--- src/mexp_pkg.sv ---
// types and constants for the modular exponentiation core
// no dependencies

package mexp_pkg;

	localparam int BASE_W = 32;
	localparam int EXP_W  = 64;
	localparam int MODV_W = 32;
	localparam int RES_W  = 32;

	typedef struct packed {
		logic [BASE_W-1:0] base;
		logic [EXP_W-1:0]  exponent;
		logic [MODV_W-1:0] modulus;
	} mexp_in_t;

	typedef struct packed {
		logic [RES_W-1:0] power_result;
		logic             zero_modulus_error;
	} mexp_out_t;

	typedef struct packed {
		logic busy;
		logic done;
	} mm_stat_t;

endpackage

--- src/mexp_modmul.sv ---
// shared modular multiplier: one product register, then bit-serial restoring reduction
// depends on mexp_pkg

module mexp_modmul #(
	parameter int W = 32
) (
	input  logic              clk,
	input  logic              arst_n,
	input  logic              start,
	input  logic [W-1:0]      a,
	input  logic [W-1:0]      b,
	input  logic [W-1:0]      m,
	output mexp_pkg::mm_stat_t stat,
	output logic [W-1:0]      r
);
	import mexp_pkg::*;

	localparam int CNT_W = $clog2(2 * W);
	localparam logic P_IDLE = 1'b0;
	localparam logic P_RED  = 1'b1;

	logic             phase_q;
	logic [CNT_W-1:0] cnt_q;
	logic [2*W-1:0]   prod_q;
	logic [W-1:0]     rem_q;
	logic [W-1:0]     m_q;

	logic [2*W-1:0]   prod_c;
	logic [W:0]       trial;
	logic [W+1:0]     diff;
	logic [W-1:0]     rem_next;
	logic             last;

	assign prod_c   = {{W{1'b0}}, a} * {{W{1'b0}}, b};
	assign trial    = {rem_q, prod_q[2*W-1]};
	assign diff     = {1'b0, trial} - {2'b00, m_q};
	assign rem_next = diff[W+1] ? trial[W-1:0] : diff[W-1:0];
	assign last     = (cnt_q == CNT_W'(2 * W - 1));

	assign stat.busy = (phase_q == P_RED);
	assign stat.done = (phase_q == P_RED) && last;
	assign r         = rem_next;

	always_ff @(posedge clk or negedge arst_n) begin
		if (!arst_n) begin
			phase_q <= P_IDLE;
			cnt_q   <= '0;
		end else begin
			case (phase_q)
				P_IDLE: begin
					if (start) begin
						phase_q <= P_RED;
						cnt_q   <= '0;
					end
				end
				P_RED: begin
					cnt_q <= cnt_q + CNT_W'(1);
					if (last) begin
						phase_q <= P_IDLE;
					end
				end
				default: begin
					phase_q <= P_IDLE;
				end
			endcase
		end
	end

	always_ff @(posedge clk) begin
		if (phase_q == P_IDLE && start) begin
			prod_q <= prod_c;
			rem_q  <= '0;
			m_q    <= m;
		end else if (phase_q == P_RED) begin
			prod_q <= {prod_q[2*W-2:0], 1'b0};
			rem_q  <= rem_next;
		end
	end

`ifndef SYNTHESIS
	a_start_idle: assert property (@(posedge clk) disable iff (!arst_n)
		start |-> phase_q == P_IDLE)
		else $error("modmul started while busy");

	a_rem_below_mod: assert property (@(posedge clk) disable iff (!arst_n)
		phase_q == P_RED |-> rem_q < m_q)
		else $error("partial remainder not below modulus");

	a_done_then_idle: assert property (@(posedge clk) disable iff (!arst_n)
		stat.done |=> phase_q == P_IDLE)
		else $error("modmul did not return to idle after done");
`endif

endmodule

--- src/modular_exponentiation_core.sv ---
// modular exponentiation core, right-to-left square-and-multiply
// depends on mexp_pkg and mexp_modmul
//
// usage: a transfer on req (valid/ready) carries base, exponent and modulus;
// one transfer on rsp (valid/ready) returns base^exponent mod modulus.
// req_ready is high only while the core is idle; one item is worked at a time.
// each modular product goes through one shared multiplier and a bit-serial
// reduction. a zero exponent or zero modulus issues no product and goes
// straight from the step state to the done state.
// a zero modulus returns zero with zero_modulus_error set.
// the result sits in an output register: a new request is accepted while it
// waits, and the core holds its next result until rsp_ready frees the register.
// reset clears the sequencer and drops rsp_valid; any item in flight is lost.

module modular_exponentiation_core #(
	parameter int MOD_WIDTH = 32,
	parameter int EXP_WIDTH = 64
) (
	input  logic                clk,
	input  logic                arst_n,
	input  logic                req_valid,
	output logic                req_ready,
	input  mexp_pkg::mexp_in_t  req,
	output logic                rsp_valid,
	input  logic                rsp_ready,
	output mexp_pkg::mexp_out_t rsp
);
	import mexp_pkg::*;

	localparam logic [2:0] ST_IDLE = 3'd0;
	localparam logic [2:0] ST_STEP = 3'd1;
	localparam logic [2:0] ST_MUL  = 3'd2;
	localparam logic [2:0] ST_SQR  = 3'd3;
	localparam logic [2:0] ST_DONE = 3'd4;

	logic [2:0]           state_q;
	logic                 rsp_valid_q;
	mexp_out_t            rsp_q;
	logic [MOD_WIDTH-1:0] base_q;
	logic [MOD_WIDTH-1:0] mod_q;
	logic [MOD_WIDTH-1:0] acc_q;
	logic [EXP_WIDTH-1:0] exp_q;
	logic                 err_q;

	logic                 req_xfer;
	logic                 out_load;
	logic                 mm_start;
	logic [MOD_WIDTH-1:0] mm_a;
	logic [MOD_WIDTH-1:0] mm_r;
	mm_stat_t             mm_stat;

	assign req_ready = (state_q == ST_IDLE);
	assign req_xfer  = req_valid && req_ready;
	assign out_load  = (state_q == ST_DONE) && (!rsp_valid_q || rsp_ready);
	assign mm_start  = (state_q == ST_STEP) && !err_q && (exp_q != '0);
	assign mm_a      = exp_q[0] ? acc_q : base_q;
	assign rsp_valid = rsp_valid_q;
	assign rsp       = rsp_q;

	mexp_modmul #(
		.W(MOD_WIDTH)
	) u_modmul (
		.clk    (clk),
		.arst_n (arst_n),
		.start  (mm_start),
		.a      (mm_a),
		.b      (base_q),
		.m      (mod_q),
		.stat   (mm_stat),
		.r      (mm_r)
	);

	always_ff @(posedge clk or negedge arst_n) begin
		if (!arst_n) begin
			state_q     <= ST_IDLE;
			rsp_valid_q <= 1'b0;
		end else begin
			if (out_load) begin
				rsp_valid_q <= 1'b1;
			end else if (rsp_ready) begin
				rsp_valid_q <= 1'b0;
			end
			case (state_q)
				ST_IDLE: begin
					if (req_xfer) begin
						state_q <= ST_STEP;
					end
				end
				ST_STEP: begin
					if (err_q || exp_q == '0) begin
						state_q <= ST_DONE;
					end else if (exp_q[0]) begin
						state_q <= ST_MUL;
					end else begin
						state_q <= ST_SQR;
					end
				end
				ST_MUL, ST_SQR: begin
					if (mm_stat.done) begin
						state_q <= ST_STEP;
					end
				end
				ST_DONE: begin
					if (out_load) begin
						state_q <= ST_IDLE;
					end
				end
				default: begin
					state_q <= ST_IDLE;
				end
			endcase
		end
	end

	always_ff @(posedge clk) begin
		if (req_xfer) begin
			base_q <= req.base[MOD_WIDTH-1:0];
			exp_q  <= req.exponent[EXP_WIDTH-1:0];
			mod_q  <= req.modulus[MOD_WIDTH-1:0];
			acc_q  <= MOD_WIDTH'(1);
			err_q  <= (req.modulus[MOD_WIDTH-1:0] == '0);
		end
		if (state_q == ST_MUL && mm_stat.done) begin
			acc_q    <= mm_r;
			exp_q[0] <= 1'b0;
		end
		if (state_q == ST_SQR && mm_stat.done) begin
			base_q <= mm_r;
			exp_q  <= exp_q >> 1;
		end
		if (out_load) begin
			rsp_q.power_result       <= err_q ? '0 : RES_W'(acc_q);
			rsp_q.zero_modulus_error <= err_q;
		end
	end

`ifndef SYNTHESIS
	a_unit_busy_in_op: assert property (@(posedge clk) disable iff (!arst_n)
		(state_q == ST_MUL || state_q == ST_SQR) |-> mm_stat.busy)
		else $error("sequencer waits on an idle multiplier");

	a_unit_idle_when_idle: assert property (@(posedge clk) disable iff (!arst_n)
		state_q == ST_IDLE |-> !mm_stat.busy)
		else $error("multiplier busy while sequencer idle");

	a_err_result_zero: assert property (@(posedge clk) disable iff (!arst_n)
		(rsp_valid && rsp.zero_modulus_error) |-> rsp.power_result == '0)
		else $error("zero modulus result not zero");

	a_no_op_on_zero_mod: assert property (@(posedge clk) disable iff (!arst_n)
		(state_q == ST_STEP && mod_q == '0) |-> !mm_start)
		else $error("product issued with zero modulus");
`endif

endmodule
--- config.mk ---
export PLATFORM = sky130hd
export DESIGN_NAME = modular_exponentiation_core
export DESIGN_NICKNAME = d
export VERILOG_FILES = /design/src/mexp_pkg.sv /design/src/mexp_modmul.sv /design/src/modular_exponentiation_core.sv
export SDC_FILE = /design/constraint.sdc
export NUM_CORES = 2
export LEC_CHECK = 0
export BUFFER_PORTS_ARGS = -buffer_cell sky130_fd_sc_hd__buf_4
export CORE_MARGIN = 1
export CORE_UTILIZATION = 50
export CTS_CLUSTER_DIAMETER = 200
export CTS_CLUSTER_SIZE = 8
export DETAILED_ROUTE_END_ITERATION = 8
export HOLD_SLACK_MARGIN = 0.12
export PLACE_DENSITY = 0.71
export SLEW_MARGIN = 20
export SYNTH_ARGS = -nofsm -noshare
export SYNTH_HDL_FRONTEND = slang
export SYNTH_HIERARCHICAL = 1
export SYNTH_SLANG_ARGS = --single-unit
export TNS_END_PERCENT = 100
--- constraint.sdc ---
create_clock -name clk -period 25.7 [get_ports clk]
set_input_delay 1.285 -clock clk [delete_from_list [all_inputs] [get_ports clk]]
set_output_delay 1.285 -clock clk [all_outputs]
set_load 0.02 [all_outputs]
==> flow_summary.json <==
{
  "synthesis.nets": 6114,
  "hpwl_um": 92630,
  "route.detailed.drc": 0,
  "drt_first_pass_iters": 5,
  "finalWirelength_um": 126800,
  "slew_headroom_pct": 34.64,
  "setup_viol": 0,
  "drt_iter0_drc": 2549,
  "fin_crit_sh_pct": 36.59,
  "ff2ff_setup_slack_ns": 16.30,
  "drive_above_1_share_pct": 8.835,
  "critical_path_arrival_ns": 9.75,
  "grt_pass1_vias": 36212,
  "holdPathStages": 0,
  "rsz0062_at_grt": "false",
  "r2r-start": "exp_q[0]$_DFFE_PP_",
  "reg2reg_depth": 26,
  "antenna_found_initial": 4,
  "hold_buffers": 0,
  "start_util_pct": 50.50,
  "worstPathRequired_ns": 26.05,
  "status": "finished, final reports clean",
  "clk_pin_slew_ns": 0.07,
  "cts_setup_buffers": 0,
  "dieArea_um2": 97350,
  "syn_avg_cell_area_um2": 10.03,
  "die_x_um": 312.0,
  "min_to": "u_modmul/m_q[5]$_DFFE_PP_",
  "synthCells": 4789,
  "ios": 167,
  "critPathLaunchType": "flop",
  "crit_path_frequent_cell": "fa_1",
  "grt-ovfl-total": 0,
  "clk_path_buf_depth": 3,
  "routed-via-count": 33505,
  "core_area_um2": 95150,
  "clk_latency_ns": 0.60,
  "viasPerCell": 5.493,
  "drv_slew": 0,
  "hold_path_class": "flop to flop",
  "holdCritStartpoint": "mod_q[5]$_DFFE_PP_",
  "crit_buf_inv": 5,
  "tns_ns": 0,
  "fillCellCount": 8372,
  "r2r_end": "u_modmul/prod_q[61]$_DFFE_PP_",
  "cts_resized": 0,
  "ant_nets": 0,
  "cp-end-kind": "flop",
  "fin_crit_ns": 9.404,
  "netlist_area_um2": 48050,
  "place.gp.congestion": 0.9218,
  "die_h_um": 312.0,
  "final_nets": 6119,
  "worst_slew_pin_slew_ns": 0.9803,
  "rows": 113,
  "yosysWarningCount": 6,
  "worstSetupPathType": "flop to flop",
  "fmax_mhz": 106.3,
  "max_stage_delay_ns": 0.70,
  "slowest_stage": "mux2_2",
  "finalHoldViolCount": 0,
  "wire_per_inst_um": 20.79,
  "grt_max_degree": 113,
  "cp_top_family": "adder cells",
  "cts.sinks": 333,
  "cts_buffers": 47,
  "htreeDepth": 2,
  "critPathMaxFanout": 33,
  "clock_skew_ns": 0.01859,
  "grtUsageTotal_pct": 26.77,
  "cts_root_buf": "clkbuf_16",
  "grt_first_pass_wirelength_um": 202000,
  "area_delta_synth_final_pct": 7.647,
  "port_buffers": 166,
  "cap_violations": 0,
  "tritoncts": "yes"
}
## through the flow
stage / instance area [µm²] / cells / setup WS (ns) / hold slack, ns / utilization (%)
floorplan: 48050 / 4789 / 17.43 / 0.4003 / -
detailed placement: 50320 / 6010 / 16.38 / 0.4045 / 52.88
global placement: 50290 / 6009 / 16.54 / 0.4019 / 52.86
CTS: 51720 / 6098 / 16.36 / 0.4138 / 54.36
finish: 51730 / 6100 / 16.30 / 0.4120 / 54.36
global route: 51720 / 6098 / 15.84 / 0.4189 / 54.36
## worst max path at each step
stage	start	endpoint	slack (ns)	cells past startpoint
after floorplan	exp_q[0]$_DFFE_PP_	u_modmul/prod_q[51]$_DFFE_PP_	17.43	28
after global placement	exp_q[0]$_DFFE_PP_	u_modmul/prod_q[61]$_DFFE_PP_	16.54	26
after detailed placement	exp_q[0]$_DFFE_PP_	u_modmul/prod_q[61]$_DFFE_PP_	16.38	26
after CTS	exp_q[0]$_DFFE_PP_	u_modmul/prod_q[61]$_DFFE_PP_	16.36	26
after global routing	exp_q[0]$_DFFE_PP_	u_modmul/prod_q[61]$_DFFE_PP_	15.84	26
final	exp_q[0]$_DFFE_PP_	u_modmul/prod_q[61]$_DFFE_PP_	16.30	26
## sequential cells by signal, summed over array words and instances (netlist names)
| name | count |
|---|---|
| exp_q | 64 |
| u_modmul/prod_q | 64 |
| rsp | 33 |
| acc_q | 32 |
| base_q | 32 |
| mod_q | 32 |
| u_modmul/m_q | 32 |
| u_modmul/rem_q | 32 |
| u_modmul/cnt_q | 6 |
| state_q | 3 |
| err_q | 1 |
| rsp_valid | 1 |
| u_modmul/phase_q | 1 |
## layout by cell type (no fill, tap or decap), types with 6 or more instances in the layout
master / instances
nor3_1: 15
a22o_1: 30
xnor2_1: 55
o21a_1: 10
ha_1: 296
dfxtp_1: 33
nand2_1: 609
a21oi_1: 95
a31oi_1: 14
o31ai_1: 11
nand3_1: 25
buf_4: 219
dfrtp_1: 11
nor4_1: 25
clkbuf_16: 48
fa_1: 897
nand2b_1: 6
and2_1: 623
o21ai_0: 98
a21o_1: 41
nor2_1: 59
inv_1: 898
and3_1: 14
o21bai_1: 15
o21ai_1: 29
clkbuf_1: 37
a211oi_1: 9
mux2_2: 128
xor2_1: 30
o211ai_1: 12
nand4_1: 33
edfxtp_1: 289
nor2b_1: 39
## routing by layer
| metal | vias to the layer above | GRT usage [%] | part of all wire (%) |
|---|---|---|---|
| met5 | - | 0 | 0.019 |
| met4 | 4 | 12.08 | 4.7 |
| met3 | 284 | 4.678 | 7.2 |
| met2 | 1330 | 44.28 | 48 |
| met1 | 17088 | 34.52 | 40 |
| li1 | 14799 | - | - |
## cell type report
type	instances	area (µm²)	area share, %
clock inverters	2	50.05	0.09675
clock buffers	86	1354	2.617
diodes	2	5.005	0.009675
repair buffers	220	1672	3.231
flip-flops and latches	333	9614	18.59
well taps	1265	1583	3.060
inverters	901	3382	6.538
multi-input cells	3291	34070	65.86
Power is not shown: default switching activity piles up to over one toggle a cycle in this logic, so the estimate is an artifact.
